==> src/tlsf_free_class_bitmap_engine_unit_macros.svh <==
// assertion macros shared by the tlsf class bitmap engine
`ifndef TLSF_FREE_CLASS_BITMAP_ENGINE_UNIT_MACROS_SVH
`define TLSF_FREE_CLASS_BITMAP_ENGINE_UNIT_MACROS_SVH

// same-cycle implication
`define TFCB_ASSERT_NOW(label, clk, rst_n, ante, cons, msg) \
    label: assert property (@(posedge clk) disable iff (!rst_n) (ante) |-> (cons)) \
        else $error(msg);

// next-cycle implication
`define TFCB_ASSERT_NEXT(label, clk, rst_n, ante, cons, msg) \
    label: assert property (@(posedge clk) disable iff (!rst_n) (ante) |=> (cons)) \
        else $error(msg);

`endif

==> src/tlsf_fcb_pkg.sv <==
// shared types and constants of the tlsf class bitmap engine
package tlsf_fcb_pkg;

    localparam int SIZE_W            = 48;
    localparam int REQ_W             = 2;
    localparam int STATUS_W          = 2;
    localparam int FL_OUT_W          = 5;
    localparam int SL_OUT_W          = 4;
    localparam int FL_IDX_W          = 5;
    localparam int SL_IDX_W          = 5;
    localparam int MIN_PAYLOAD_BYTES = 16;

    localparam int DEF_FIRST_LEVELS      = 30;
    localparam int DEF_SECOND_LEVEL_LOG2 = 4;
    localparam int DEF_ALIGN_LOG2_BYTES  = 4;

    localparam int QUEUE_DEPTH = 2;
    localparam int QUEUE_PTR_W = $clog2(QUEUE_DEPTH);
    localparam int QUEUE_CNT_W = $clog2(QUEUE_DEPTH + 1);

    typedef enum logic [REQ_W-1:0] {
        REQ_SEARCH = 2'd0,
        REQ_MARK   = 2'd1,
        REQ_CLEAR  = 2'd2
    } t_req_kind;

    typedef enum logic [STATUS_W-1:0] {
        STAT_OK    = 2'd0,
        STAT_NOFIT = 2'd1,
        STAT_RANGE = 2'd2
    } t_status;

    // classified request handed from front to back
    typedef struct packed {
        t_req_kind           kind;
        logic                bad;
        logic [FL_IDX_W-1:0] fl;
        logic [SL_IDX_W-1:0] sl;
    } t_class_item;

endpackage

==> src/tlsf_fcb_front.sv <==
// front end: size rounding and class mapping, two stages
module tlsf_fcb_front #(
    parameter int FIRST_LEVELS      = tlsf_fcb_pkg::DEF_FIRST_LEVELS,
    parameter int SECOND_LEVEL_LOG2 = tlsf_fcb_pkg::DEF_SECOND_LEVEL_LOG2,
    parameter int ALIGN_LOG2_BYTES  = tlsf_fcb_pkg::DEF_ALIGN_LOG2_BYTES
) (
    input  logic                             i_clk,
    input  logic                             i_rst_n,
    input  logic                             i_push,
    output logic                             o_full,
    input  logic [tlsf_fcb_pkg::REQ_W-1:0]   i_req_type,
    input  logic [tlsf_fcb_pkg::SIZE_W-1:0]  i_size,
    output logic                             o_item_push,
    output tlsf_fcb_pkg::t_class_item        o_item,
    input  logic                             i_item_full
);

    localparam int RND_W       = tlsf_fcb_pkg::SIZE_W + 1;
    localparam int LEAD_W      = $clog2(RND_W);
    localparam int EXP_W       = LEAD_W + 1;
    localparam int SL          = SECOND_LEVEL_LOG2;
    localparam int CLASS_SHIFT = SECOND_LEVEL_LOG2 + ALIGN_LOG2_BYTES;
    localparam int ALIGN_BYTES = 1 << ALIGN_LOG2_BYTES;

    typedef struct packed {
        tlsf_fcb_pkg::t_req_kind kind;
        logic                    bad;
        logic [RND_W-1:0]        s;
        logic [LEAD_W-1:0]       lead;
    } t_stage_a;

    function automatic logic [LEAD_W-1:0] f_lead(input logic [RND_W-1:0] x);
        logic [LEAD_W-1:0] p;
        p = '0;
        for (int i = 0; i < RND_W; i++) begin
            if (x[i]) begin
                p = LEAD_W'(i);
            end
        end
        return p;
    endfunction

    logic                     r_a_valid;
    logic                     n_a_valid;
    t_stage_a                 r_a;
    t_stage_a                 n_a;
    logic                     accept;
    logic                     kind_ok;
    logic [RND_W-1:0]         size_ext;
    logic [RND_W-1:0]         rounded;

    logic                     in_linear;
    logic [LEAD_W-1:0]        sh;
    logic [RND_W-1:0]         shifted;
    logic                     sticky;
    logic                     inc;
    logic [SL+1:0]            mant;
    logic [EXP_W-1:0]         fl_full;
    logic                     oor;
    logic [SL-1:0]            sl_sel;
    logic [tlsf_fcb_pkg::FL_IDX_W-1:0] fl_sel;

    assign o_full      = r_a_valid && i_item_full;
    assign accept      = i_push && !o_full;
    assign o_item_push = r_a_valid && !i_item_full;

    // stage a: alignment round-up and leading one
    always_comb begin
        kind_ok  = (i_req_type == tlsf_fcb_pkg::REQ_SEARCH) ||
                   (i_req_type == tlsf_fcb_pkg::REQ_MARK) ||
                   (i_req_type == tlsf_fcb_pkg::REQ_CLEAR);
        size_ext = {1'b0, i_size};
        rounded  = (size_ext + RND_W'(ALIGN_BYTES - 1)) & ~RND_W'(ALIGN_BYTES - 1);
        if (rounded < RND_W'(tlsf_fcb_pkg::MIN_PAYLOAD_BYTES)) begin
            rounded = RND_W'(tlsf_fcb_pkg::MIN_PAYLOAD_BYTES);
        end
        n_a.kind = tlsf_fcb_pkg::REQ_SEARCH;
        n_a.s    = rounded;
        if (i_req_type == tlsf_fcb_pkg::REQ_MARK) begin
            n_a.kind = tlsf_fcb_pkg::REQ_MARK;
            n_a.s    = size_ext;
        end else if (i_req_type == tlsf_fcb_pkg::REQ_CLEAR) begin
            n_a.kind = tlsf_fcb_pkg::REQ_CLEAR;
            n_a.s    = size_ext;
        end
        n_a.bad  = !kind_ok || (i_size == '0);
        n_a.lead = f_lead(n_a.s);
    end

    always_comb begin
        n_a_valid = r_a_valid;
        if (accept) begin
            n_a_valid = 1'b1;
        end else if (o_item_push) begin
            n_a_valid = 1'b0;
        end
    end

    always_ff @(posedge i_clk) begin
        if (!i_rst_n) begin
            r_a_valid <= 1'b0;
        end else begin
            r_a_valid <= n_a_valid;
        end
    end

    always_ff @(posedge i_clk) begin
        if (accept) begin
            r_a <= n_a;
        end
    end

    // stage b: class boundary round-up and class index
    always_comb begin
        in_linear = r_a.lead < LEAD_W'(CLASS_SHIFT);
        sh      = r_a.lead - LEAD_W'(SL);
        shifted = r_a.s >> sh;
        sticky  = |(r_a.s & ~({RND_W{1'b1}} << sh));
        inc     = (r_a.kind == tlsf_fcb_pkg::REQ_SEARCH) && sticky;
        mant    = {1'b0, shifted[SL:0]} + (SL + 2)'(inc);
        fl_full = {1'b0, r_a.lead} + EXP_W'(mant[SL + 1]) - EXP_W'(CLASS_SHIFT - 1);
        oor     = !in_linear && (fl_full >= EXP_W'(FIRST_LEVELS));
        if (in_linear) begin
            sl_sel = r_a.s[CLASS_SHIFT-1:ALIGN_LOG2_BYTES];
            fl_sel = '0;
        end else begin
            sl_sel = mant[SL-1:0];
            fl_sel = fl_full[tlsf_fcb_pkg::FL_IDX_W-1:0];
        end
        o_item.kind = r_a.kind;
        o_item.bad  = r_a.bad || oor;
        o_item.fl   = o_item.bad ? '0 : fl_sel;
        o_item.sl   = o_item.bad ? '0 : tlsf_fcb_pkg::SL_IDX_W'(sl_sel);
    end

endmodule

==> src/tlsf_fcb_queue.sv <==
// short queue of classified requests between front and back
module tlsf_fcb_queue (
    input  logic                      i_clk,
    input  logic                      i_rst_n,
    input  logic                      i_push,
    input  tlsf_fcb_pkg::t_class_item i_data,
    output logic                      o_full,
    input  logic                      i_pop,
    output logic                      o_empty,
    output tlsf_fcb_pkg::t_class_item o_data
);

    tlsf_fcb_pkg::t_class_item                r_mem [tlsf_fcb_pkg::QUEUE_DEPTH];
    logic [tlsf_fcb_pkg::QUEUE_PTR_W-1:0]     r_wr_ptr;
    logic [tlsf_fcb_pkg::QUEUE_PTR_W-1:0]     r_rd_ptr;
    logic [tlsf_fcb_pkg::QUEUE_CNT_W-1:0]     r_count;
    logic [tlsf_fcb_pkg::QUEUE_PTR_W-1:0]     n_wr_ptr;
    logic [tlsf_fcb_pkg::QUEUE_PTR_W-1:0]     n_rd_ptr;
    logic [tlsf_fcb_pkg::QUEUE_CNT_W-1:0]     n_count;
    logic                                     wr_en;
    logic                                     rd_en;

    assign o_full  = r_count == tlsf_fcb_pkg::QUEUE_CNT_W'(tlsf_fcb_pkg::QUEUE_DEPTH);
    assign o_empty = r_count == '0;
    assign o_data  = r_mem[r_rd_ptr];
    assign wr_en   = i_push && !o_full;
    assign rd_en   = i_pop && !o_empty;

    always_comb begin
        n_wr_ptr = r_wr_ptr;
        n_rd_ptr = r_rd_ptr;
        n_count  = r_count;
        if (wr_en) begin
            n_wr_ptr = r_wr_ptr + tlsf_fcb_pkg::QUEUE_PTR_W'(1);
        end
        if (rd_en) begin
            n_rd_ptr = r_rd_ptr + tlsf_fcb_pkg::QUEUE_PTR_W'(1);
        end
        if (wr_en && !rd_en) begin
            n_count = r_count + tlsf_fcb_pkg::QUEUE_CNT_W'(1);
        end else if (rd_en && !wr_en) begin
            n_count = r_count - tlsf_fcb_pkg::QUEUE_CNT_W'(1);
        end
    end

    always_ff @(posedge i_clk) begin
        if (!i_rst_n) begin
            r_wr_ptr <= '0;
            r_rd_ptr <= '0;
            r_count  <= '0;
        end else begin
            r_wr_ptr <= n_wr_ptr;
            r_rd_ptr <= n_rd_ptr;
            r_count  <= n_count;
        end
    end

    always_ff @(posedge i_clk) begin
        if (wr_en) begin
            r_mem[r_wr_ptr] <= i_data;
        end
    end

endmodule

==> src/tlsf_fcb_back.sv <==
// back end: bitmap store, search, mark and clear, result register
`include "tlsf_free_class_bitmap_engine_unit_macros.svh"

module tlsf_fcb_back #(
    parameter int FIRST_LEVELS      = tlsf_fcb_pkg::DEF_FIRST_LEVELS,
    parameter int SECOND_LEVEL_LOG2 = tlsf_fcb_pkg::DEF_SECOND_LEVEL_LOG2
) (
    input  logic                                i_clk,
    input  logic                                i_rst_n,
    input  tlsf_fcb_pkg::t_class_item           i_item,
    input  logic                                i_item_empty,
    output logic                                o_item_pop,
    output logic                                o_empty,
    input  logic                                i_pop,
    output logic [tlsf_fcb_pkg::STATUS_W-1:0]   o_status,
    output logic [tlsf_fcb_pkg::FL_OUT_W-1:0]   o_first_level,
    output logic [tlsf_fcb_pkg::SL_OUT_W-1:0]   o_second_level
);

    localparam int FL_AW   = $clog2(FIRST_LEVELS);
    localparam int SL_AW   = SECOND_LEVEL_LOG2;
    localparam int SL_BITS = 1 << SECOND_LEVEL_LOG2;

    typedef enum logic [1:0] {
        ST_IDLE = 2'b01,
        ST_EXEC = 2'b10
    } t_state;

    function automatic logic [FL_AW-1:0] f_low_fl(input logic [FIRST_LEVELS-1:0] x);
        logic [FL_AW-1:0] p;
        p = '0;
        for (int i = FIRST_LEVELS - 1; i >= 0; i--) begin
            if (x[i]) begin
                p = FL_AW'(i);
            end
        end
        return p;
    endfunction

    function automatic logic [SL_AW-1:0] f_low_sl(input logic [SL_BITS-1:0] x);
        logic [SL_AW-1:0] p;
        p = '0;
        for (int i = SL_BITS - 1; i >= 0; i--) begin
            if (x[i]) begin
                p = SL_AW'(i);
            end
        end
        return p;
    endfunction

    t_state                          r_state;
    t_state                          n_state;
    logic [FIRST_LEVELS-1:0]         r_l1_map;
    logic [FIRST_LEVELS-1:0]         n_l1_map;
    logic [SL_BITS-1:0]              r_l2_mem [FIRST_LEVELS];
    logic [SL_BITS-1:0]              r_rd_own;
    logic [SL_BITS-1:0]              r_rd_up;
    tlsf_fcb_pkg::t_class_item       r_item;
    logic [FL_AW-1:0]                r_rfl;
    logic                            r_rows_any;
    logic                            r_own_valid;

    logic                            r_out_valid;
    logic                            n_out_valid;
    tlsf_fcb_pkg::t_status           r_out_status;
    logic [tlsf_fcb_pkg::FL_OUT_W-1:0] r_out_fl;
    logic [SL_AW-1:0]                r_out_sl;
    tlsf_fcb_pkg::t_status           res_status;
    logic [tlsf_fcb_pkg::FL_OUT_W-1:0] res_fl;
    logic [SL_AW-1:0]                res_sl;
    logic [tlsf_fcb_pkg::SL_IDX_W-1:0] sl_wide;

    logic [FL_AW-1:0]                head_idx;
    logic [FIRST_LEVELS-1:0]         rows;
    logic [FL_AW-1:0]                rfl;
    logic [FL_AW-1:0]                cur_idx;
    logic [SL_AW-1:0]                cur_sl;
    logic [SL_BITS-1:0]              own;
    logic [SL_BITS-1:0]              own_above;
    logic [SL_BITS-1:0]              bitv;
    logic [SL_BITS-1:0]              wr_data;
    logic                            wr_en;
    logic                            done;

    assign o_item_pop = (r_state == ST_IDLE) && !i_item_empty;
    assign head_idx   = i_item.fl[FL_AW-1:0];
    assign cur_idx    = r_item.fl[FL_AW-1:0];
    assign cur_sl     = r_item.sl[SL_AW-1:0];
    assign done       = (r_state == ST_EXEC) && (!r_out_valid || i_pop);

    // higher non-empty rows for the search
    always_comb begin
        for (int i = 0; i < FIRST_LEVELS; i++) begin
            rows[i] = r_l1_map[i] && (FL_AW'(i) > head_idx);
        end
        rfl = f_low_fl(rows);
    end

    // a row whose first-level bit is clear reads as empty
    always_comb begin
        own  = r_own_valid ? r_rd_own : '0;
        bitv = SL_BITS'(1) << cur_sl;
        for (int i = 0; i < SL_BITS; i++) begin
            own_above[i] = own[i] && (SL_AW'(i) >= cur_sl);
        end
        res_status = tlsf_fcb_pkg::STAT_RANGE;
        res_fl     = '0;
        res_sl     = '0;
        wr_en      = 1'b0;
        wr_data    = own;
        n_l1_map   = r_l1_map;
        if (!r_item.bad) begin
            case (r_item.kind)
                tlsf_fcb_pkg::REQ_SEARCH: begin
                    if (own_above != '0) begin
                        res_status = tlsf_fcb_pkg::STAT_OK;
                        res_fl     = r_item.fl;
                        res_sl     = f_low_sl(own_above);
                    end else if (r_rows_any) begin
                        res_status = tlsf_fcb_pkg::STAT_OK;
                        res_fl     = tlsf_fcb_pkg::FL_OUT_W'(r_rfl);
                        res_sl     = f_low_sl(r_rd_up);
                    end else begin
                        res_status = tlsf_fcb_pkg::STAT_NOFIT;
                        res_fl     = r_item.fl;
                        res_sl     = cur_sl;
                    end
                end
                tlsf_fcb_pkg::REQ_MARK: begin
                    res_status        = tlsf_fcb_pkg::STAT_OK;
                    res_fl            = r_item.fl;
                    res_sl            = cur_sl;
                    wr_en             = done;
                    wr_data           = own | bitv;
                    n_l1_map[cur_idx] = 1'b1;
                end
                tlsf_fcb_pkg::REQ_CLEAR: begin
                    res_status        = tlsf_fcb_pkg::STAT_OK;
                    res_fl            = r_item.fl;
                    res_sl            = cur_sl;
                    wr_en             = done;
                    wr_data           = own & ~bitv;
                    n_l1_map[cur_idx] = wr_data != '0;
                end
                default: begin
                    res_status = tlsf_fcb_pkg::STAT_RANGE;
                end
            endcase
        end
    end

    always_comb begin
        n_state = r_state;
        unique case (r_state)
            ST_IDLE: begin
                if (o_item_pop) begin
                    n_state = ST_EXEC;
                end
            end
            ST_EXEC: begin
                if (done) begin
                    n_state = ST_IDLE;
                end
            end
            default: begin
                n_state = ST_IDLE;
            end
        endcase
    end

    always_comb begin
        n_out_valid = r_out_valid;
        if (done) begin
            n_out_valid = 1'b1;
        end else if (i_pop) begin
            n_out_valid = 1'b0;
        end
    end

    always_ff @(posedge i_clk) begin
        if (!i_rst_n) begin
            r_state     <= ST_IDLE;
            r_l1_map    <= '0;
            r_out_valid <= 1'b0;
        end else begin
            r_state     <= n_state;
            r_out_valid <= n_out_valid;
            if (done) begin
                r_l1_map <= n_l1_map;
            end
        end
    end

    always_ff @(posedge i_clk) begin
        if (o_item_pop) begin
            r_item      <= i_item;
            r_rfl       <= rfl;
            r_rows_any  <= rows != '0;
            r_own_valid <= r_l1_map[head_idx];
        end
        if (done) begin
            r_out_status <= res_status;
            r_out_fl     <= res_fl;
            r_out_sl     <= res_sl;
        end
    end

    // row store
    always_ff @(posedge i_clk) begin
        if (o_item_pop) begin
            r_rd_own <= r_l2_mem[head_idx];
            r_rd_up  <= r_l2_mem[rfl];
        end
        if (wr_en) begin
            r_l2_mem[cur_idx] <= wr_data;
        end
    end

    assign sl_wide        = tlsf_fcb_pkg::SL_IDX_W'(r_out_sl);
    assign o_empty        = !r_out_valid;
    assign o_status       = r_out_status;
    assign o_first_level  = r_out_fl;
    assign o_second_level = sl_wide[tlsf_fcb_pkg::SL_OUT_W-1:0];

    `TFCB_ASSERT_NEXT(a_exec_delivers, i_clk, i_rst_n, done, !o_empty, "finished request not delivered")
    `TFCB_ASSERT_NEXT(a_stall_holds_exec, i_clk, i_rst_n, (r_state == ST_EXEC) && r_out_valid && !i_pop, r_state == ST_EXEC, "request left exec while result stalled")
    `TFCB_ASSERT_NEXT(a_mark_sets_row, i_clk, i_rst_n, done && (r_item.kind == tlsf_fcb_pkg::REQ_MARK) && !r_item.bad, r_l1_map[$past(cur_idx)], "mark did not set row bit")
    `TFCB_ASSERT_NOW(a_no_pop_in_exec, i_clk, i_rst_n, r_state == ST_EXEC, r_item == $past(r_item) || $past(r_state) == ST_IDLE, "request changed during exec")

endmodule

==> src/tlsf_free_class_bitmap_engine_unit.sv <==
// Two-level segregated-fit class and bitmap engine. Requests enter through a
// queue-style port (push/full) and results leave through one (empty/pop), one
// result per request, in order. The front end rounds and maps the size to its
// class in two pipeline stages and takes a new transaction every cycle unless
// the two-entry queue behind it is full. The back end reads the row store as
// it takes a request and runs the search or the bitmap read-modify-write in its
// execute state, held while a result waits to be popped; it takes no new request
// until that row store read-then-update loop is done. A request passes the stage
// a register, the queue, the back end request register and the result register.
// Bitmaps are empty after reset with no clearing pass.
module tlsf_free_class_bitmap_engine_unit #(
    parameter int FIRST_LEVELS      = tlsf_fcb_pkg::DEF_FIRST_LEVELS,
    parameter int SECOND_LEVEL_LOG2 = tlsf_fcb_pkg::DEF_SECOND_LEVEL_LOG2,
    parameter int ALIGN_LOG2_BYTES  = tlsf_fcb_pkg::DEF_ALIGN_LOG2_BYTES
) (
    input  logic                                i_clk,
    input  logic                                i_rst_n,
    input  logic                                push,
    output logic                                full,
    input  logic [tlsf_fcb_pkg::REQ_W-1:0]      i_req_type,
    input  logic [tlsf_fcb_pkg::SIZE_W-1:0]     i_size,
    output logic                                empty,
    input  logic                                pop,
    output logic [tlsf_fcb_pkg::STATUS_W-1:0]   o_status,
    output logic [tlsf_fcb_pkg::FL_OUT_W-1:0]   o_first_level,
    output logic [tlsf_fcb_pkg::SL_OUT_W-1:0]   o_second_level
);

    logic                      front_push;
    tlsf_fcb_pkg::t_class_item front_item;
    logic                      q_full;
    logic                      q_empty;
    logic                      q_pop;
    tlsf_fcb_pkg::t_class_item q_item;

    tlsf_fcb_front #(
        .FIRST_LEVELS      (FIRST_LEVELS),
        .SECOND_LEVEL_LOG2 (SECOND_LEVEL_LOG2),
        .ALIGN_LOG2_BYTES  (ALIGN_LOG2_BYTES)
    ) u_front (
        .i_clk       (i_clk),
        .i_rst_n     (i_rst_n),
        .i_push      (push),
        .o_full      (full),
        .i_req_type  (i_req_type),
        .i_size      (i_size),
        .o_item_push (front_push),
        .o_item      (front_item),
        .i_item_full (q_full)
    );

    tlsf_fcb_queue u_queue (
        .i_clk   (i_clk),
        .i_rst_n (i_rst_n),
        .i_push  (front_push),
        .i_data  (front_item),
        .o_full  (q_full),
        .i_pop   (q_pop),
        .o_empty (q_empty),
        .o_data  (q_item)
    );

    tlsf_fcb_back #(
        .FIRST_LEVELS      (FIRST_LEVELS),
        .SECOND_LEVEL_LOG2 (SECOND_LEVEL_LOG2)
    ) u_back (
        .i_clk          (i_clk),
        .i_rst_n        (i_rst_n),
        .i_item         (q_item),
        .i_item_empty   (q_empty),
        .o_item_pop     (q_pop),
        .o_empty        (empty),
        .i_pop          (pop),
        .o_status       (o_status),
        .o_first_level  (o_first_level),
        .o_second_level (o_second_level)
    );

endmodule
==> config.mk <==
export PLATFORM = sky130hd
export DESIGN_NAME = tlsf_free_class_bitmap_engine_unit
export DESIGN_NICKNAME = d
export VERILOG_FILES = /design/src/tlsf_fcb_pkg.sv /design/src/tlsf_fcb_front.sv /design/src/tlsf_fcb_queue.sv /design/src/tlsf_fcb_back.sv /design/src/tlsf_free_class_bitmap_engine_unit.sv
export VERILOG_INCLUDE_DIRS = /design/src /design/src/src
export SDC_FILE = /design/constraint.sdc
export NUM_CORES = 2
export LEC_CHECK = 0
export CAP_MARGIN = 20
export CORE_UTILIZATION = 65
export DETAILED_ROUTE_END_ITERATION = 10
export DONT_BUFFER_PORTS = 1
export PLACE_DENSITY = 0.81
export SETUP_SLACK_MARGIN = 0.3
export SLEW_MARGIN = 0
export SYNTH_ARGS = -nofsm -noshare
export SYNTH_HDL_FRONTEND = slang
export SYNTH_SLANG_ARGS = --single-unit
export TNS_END_PERCENT = 100
==> constraint.sdc <==
create_clock -name i_clk -period 15.4 [get_ports i_clk]
set_input_delay 0.77 -clock i_clk [delete_from_list [all_inputs] [get_ports i_clk]]
set_output_delay 0.77 -clock i_clk [all_outputs]
set_load 0.01 [all_outputs]
---- After elaboration in Yosys (flattened, before gate mapping) ----
Memory sizes are Yosys's and may differ from the RTL's. A register that Yosys moved wholly into a read port is not among the register bits.
Cells that the tools add are included.
word-level totals
  register bits ........................... 126
  RAM bits ................................ 504
  output and inout bits ................... 13
  memories kept ........................... 2
memory list
  name             words  bits a word  read ports  clocked after memory_dff  wr ports  RTL line              RTL
  u_back.r_l2_mem  30     16           2           2                         1         tlsf_fcb_back.sv:55   logic [SL_BITS-1:0] r_l2_mem [FIRST_LEVELS];
  u_queue.r_mem    2      12           1           1                         1         tlsf_fcb_queue.sv:13  tlsf_fcb_pkg::t_class_item r_mem [tlsf_fcb_pkg::QUEUE_DEPTH];
operators by class
  add/subtract/negate cells ............... 9
  $lt $le $gt $ge ......................... 52
  equality and inequality tests ........... 9
  shift-type cells ........................ 3
  mux-type cells .......................... 152
  bitwise operators ....................... 7
  reduce and logical (&&, ||, !) cells .... 88
operators by type and width
  cell                                                                            number
  5-bit 2-to-1 mux                                                                66
  4-bit 2-to-1 mux                                                                44
  49-bit 2-to-1 mux                                                               3
  5-bit greater-than comparator, first input constant                             14
  30-bit one-hot mux with 2 select lines                                          1
  1-bit logical AND                                                               58
  48-bit by 4-bit adder with 49-bit output, second input constant                 1
  49-bit AND                                                                      1
  49-bit by 5-bit < comparator with 1-bit output, second input constant           1
  49-bit NOT                                                                      1
  49-bit OR reduction                                                             1
  49-bit by 6-bit left shift with 49-bit output, first input constant             1
  49-bit by 6-bit right shift with 5-bit output                                   1
  48-bit zero test                                                                1
  4-bit by 5-bit greater-than comparator with 1-bit output, first input constant  8
  4-bit >= comparator, first input constant                                       8
  16-bit 2-to-1 mux                                                               2
  16-bit one-hot mux with 2 select lines                                          1
  16-bit nonzero test                                                             2
  30-bit bitwise mux                                                              1
  30-bit bitwise OR                                                               1
  30-bit nonzero test                                                             1
  3-bit by 5-bit greater-than comparator with 1-bit output, first input constant  4
  17-bit OR reduction                                                             1
  other kinds (40)                                                                97

---- Longest topological paths before layout ----
  depth after elaboration ................. 52
  depth in mapped cells ................... 29
  depth with buffers taken out ............ 24

---- Modules after synthesis ----
A second synthesis with hierarchy kept.
unflattened totals
  cells, all modules ...................... 3314
  area, all modules ....................... 37524.7 um2
by module, submodules not included
  module          instances  cells an instance  area an instance (um2)  sequential area each (um2)
  tlsf_fcb_back   1          2256               28675.0                 16936.2
  tlsf_fcb_front  1          993                7683.6                  1761.7
  tlsf_fcb_queue  1          65                 1166.1                  880.8

---- Worst setup path before layout ----
OpenSTA, ideal clock, no wires.
  path kind ............................... flip-flop to flip-flop
  start ................................... register u_front.r_a[2] (netlist bit)
  end ..................................... memory u_queue.r_mem[0][2] (netlist bit) (data pin)
  arrival ................................. 4.829 ns
  required time ........................... 15.122 ns
  slack ................................... 10.294 ns
  cell stages (with the launch flop) ...... 30
  buffers on the path ..................... 5
  clock period less this slack ............ 5.106 ns
  cell sequence ........................... edfxtp_1 > clkbuf_1 > clkbuf_1 > inv_1 > clkbuf_1 > ha_1 > inv_1 > ha_1 > clkbuf_1 > clkbuf_1 > o21ai_0 > nand2_1 > a21oi_1 > nand3_1 > nor2_1 > o2111ai_1 > a211oi_1 > a311oi_1 > ha_1 > and3_1 > nand3_1 > ha_1 > inv_1 > ha_1 > a21oi_1 > nand3_1 > o21ai_0 > o2111ai_1 > nand2_1 > a211oi_1
RTL lines
  what                      RTL line               RTL
  start: declaration        tlsf_fcb_front.sv:45   t_stage_a r_a;
  start signal: assignment  tlsf_fcb_front.sv:109  r_a <= n_a;
  end: declaration          tlsf_fcb_queue.sv:13

==> impl_metrics.tcl <==
set metrics [dict create \
    tritoncts_num_sinks 663 \
    wirelength_um 124700 \
    total_leakage_power_nw 13.85 \
    netlist-cell-type-count 91 \
    die_h_um 241.8 \
    worst-endpoint-arrival_ns 7.76 \
    timing_worst_setup_path_type "flop to flop" \
    layout-area-overhead-vs-synth_pct 7.747 \
    ys_ff_latch 663 \
    timing.final.hold_violations 0 \
    yosys-top-cells-area "edfxtp_1 (50%), nand2_1 (5.7%), mux2i_1 (4.2%), mux4_2 (3.7%), nand3_1 (2.7%)" \
    drive_above_1_share_pct 11.98 \
    die-width_um 241.8 \
    route.detailed.wl_per_inst_um 29.20 \
    synth_compound_gate_area_share_pct 15.05 \
    syn_inst 3584 \
    drcViolationCount 0 \
    timing.critical_path.to_type "flop" \
    synth-seq-area-share_pct 52.23 \
    post_synth_fa_ha_maj_area_fraction_pct 0.4620 \
    clockRootBuffer "clkbuf_16" \
    global_route.overflow_total 0 \
    rr_worst_depth 16 \
    finalWorstSetupSlack_ns 8.024 \
    ant_nets 0 \
    power.density_cell_area_mw_per_mm2 134.3 \
    post_synth_edffs 624 \
    post-synth-top-area-cell "edfxtp_1" \
    vias 31890 \
    result_of_the_run "complete, no violations" \
    crit_path_start_kind "flop" \
    highest_count_cells_in_the_layout_ignoring_fill_and_taps "edfxtp_1 (624), nand2_1 (570), nor2_1 (210), nand3_1 (200), a21oi_1 (162)" \
    crit_path_max_fanout 76 \
    cap_violations 0 \
    cts_tree "built" \
    postCtsSetupRepairBufs 0 \
    synthArstFlopShare_pct 0 \
    synth_area_mm2 0.03737 \
    combinational_family_with_the_most_area_after_synthesis "simple AND/OR/NAND/NOR gates" \
    worst_min_path_class "input pin to flop" \
    num-nets-final 3532 \
    global_route.usage.total_pct 42.17 \
    clock-skew-final_ns 0.03534 \
    fmaxAchievable_mhz 135.6 \
    via_per_inst 7.465 \
    min_period_over_period_pct 47.89 \
    num_rows 87 \
    worst_hold_slack_after_final_layout_ns 0.2870 \
    worst-slew-pin-transition_ns 1.175 \
    clock_latency_at_the_later_pin_of_the_worst_skew_pair_ns 0.63 \
    final_common_cell "edfxtp_1" \
    cts.clk_slew.worst_paths_ns 0.06 \
    nFillCells 4002 \
    report.power.total_w 0.005407 \
    synth_largest_type_area_fraction_pct 50.14 \
    cts_repair_resize_count 0 \
    synth-main-ff-cell "edfxtp_1" \
    period_minus_slack_ns 7.376 \
    holdPathStages 1 \
    cts_hold_buf 0 \
    cts_max_level 3 \
    io_buffers 0 \
    setup-violations-final 0 \
    die_area_mm2 0.05846 \
    number_of_detailed_routing_iterations_run_before_antenna_repair 8 \
    synth_warnings 0 \
    rsz0062_at_grt "false" \
    slew_violations 0 \
    gp_routability_congestion 1.016 \
    avgSynthCellArea_um2 10.43 \
    cts_max_path_bufs 3 \
    muxShareOfSynthArea_pct 9.816 \
    initial_core_util_pct 66.02 \
    synth_simple_gate_area_share_pct 17.82 \
    drt-initial-drc-count 5461 \
    dp_hpwl_um 81170 \
    grt_antenna_before_repair 3 \
    place_worst_setup_slack_ns 8.183 \
    first_global_vias 30100 \
    worst_slew_slack_as_a_fraction_of_its_limit_pct 21.56 \
    cts_inserted_buffers 68 \
    grt_pass1_wl_um 186700 \
    synth_xor_xnor_area_share_pct 0.9843 \
    setup_tns_ns 0 \
    grt_start_max_net_pins 128 \
    cp.required_ns 15.78 \
    ir_worst_vdd_uv 144.6 \
    num_io_pins 67 \
    design.core.area_mm2 0.05660 \
    synth_fp_nets 3651 \
    final_core_utilization_pct 71.14 \
]
-- final timing paths --
check | start | endpoint | slack, ns
worst max register to register | flop | u_back.r_rd_up[12]$_DFFE_PP_ | 8.02
worst min-delay path | push | u_front.r_a_valid$_SDFFE_PN0P_ | 0.29
worst max-delay path | flop | u_back.r_rd_up[12]$_DFFE_PP_ | 8.02
worst min register to register | u_front.o_item[11]$_SDFFCE_PP1P_ | u_queue.r_mem[1][10]$_DFFE_PP_ | 0.51
-- state kept, by name, indices dropped and copies added (netlist names), 4 cells and up, named ones only --
name / count
u_back.cur_idx: 5
u_back.cur_sl: 4
u_back.o_first_level: 5
u_back.o_second_level: 4
u_back.r_l1_map: 30
u_back.r_l2_mem: 480
u_back.r_rd_own: 16
u_back.r_rd_up: 16
u_back.r_rfl: 5
u_front.r_a: 56
u_queue.r_mem: 24
-- metrics by stage --
| step | cell area [um^2] | std cells |
|---|---|---|
| after floorplan | 37370 | 3584 |
| after global placement | 38090 | 4146 |
| after detailed placement | 38090 | 4146 |
| after CTS | 40190 | 4265 |
| after global routing | 40260 | 4270 |
| final | 40270 | 4272 |
-- logic make-up after synthesis --
logic type,Yosys count
adders and majority gates,14
muxes,282
buffers and inverters,345
DFF,663
AOI/OAI and AO/OA,818
and+or+nand+nor,1420
xor gates and xnor gates,42
-- layout make-up --
| type | instances | area (um^2) | share of cell area [%] |
|---|---|---|---|
| sequential | 663 | 19520 | 48.47 |
| multi-input combinational | 2576 | 16750 | 41.60 |
| inverter | 76 | 295.3 | 0.7333 |
| antenna | 2 | 5.005 | 0.01243 |
| tap | 756 | 945.9 | 2.349 |
| clock buffer | 83 | 1800 | 4.471 |
| clock inverter | 36 | 306.5 | 0.7613 |
| timing repair buffer | 80 | 643.1 | 1.597 |
-- cell usage after synthesis, drive strengths merged, types with 63 or more instances --
master	count
edfxtp	624
nand2	571
nor2	242
nand3	200
clkbuf	199
a21oi	178
mux2i	158
o21ai	153
nor3	116
inv	72
buf	70
mux2	63
-- worst max-delay path: stages, from the launching register on --
cell	delay [ns]
dfxtp_1	0.31
buf_4	0.34
mux2i_4	0.90
buf_4	0.82
o21ai_0	0.26
a21oi_1	0.19
a21oi_1	0.06
o32ai_1	0.59
nand2_1	0.20
o21ai_4	0.41
buf_4	0.82
buf_4	0.97
mux2i_1	0.30
mux2i_1	0.10
a221oi_1	0.42
nand2_1	0.11
and4_1	0.17
-- per-layer routing --
| layer | wire (um) | vias up | global-route usage [%] |
|---|---|---|---|
| met5 | 27 | - | 0 |
| met4 | 5246 | 4 | 17.41 |
| met3 | 20480 | 389 | 14.95 |
| met2 | 53610 | 2798 | 60.79 |
| met1 | 45360 | 15250 | 58.17 |
| li1 | - | 13450 | - |
-- power by group --
| group | switching [W] | internal (W) | total (W) |
|---|---|---|---|
| Sequential | 0.000120 | 0.00225 | 0.00237 |
| Combinational | 0.00106 | 0.000403 | 0.00146 |
| Clock | 0.000707 | 0.000875 | 0.00158 |
Note: power is estimated with default switching activity, not from simulation.
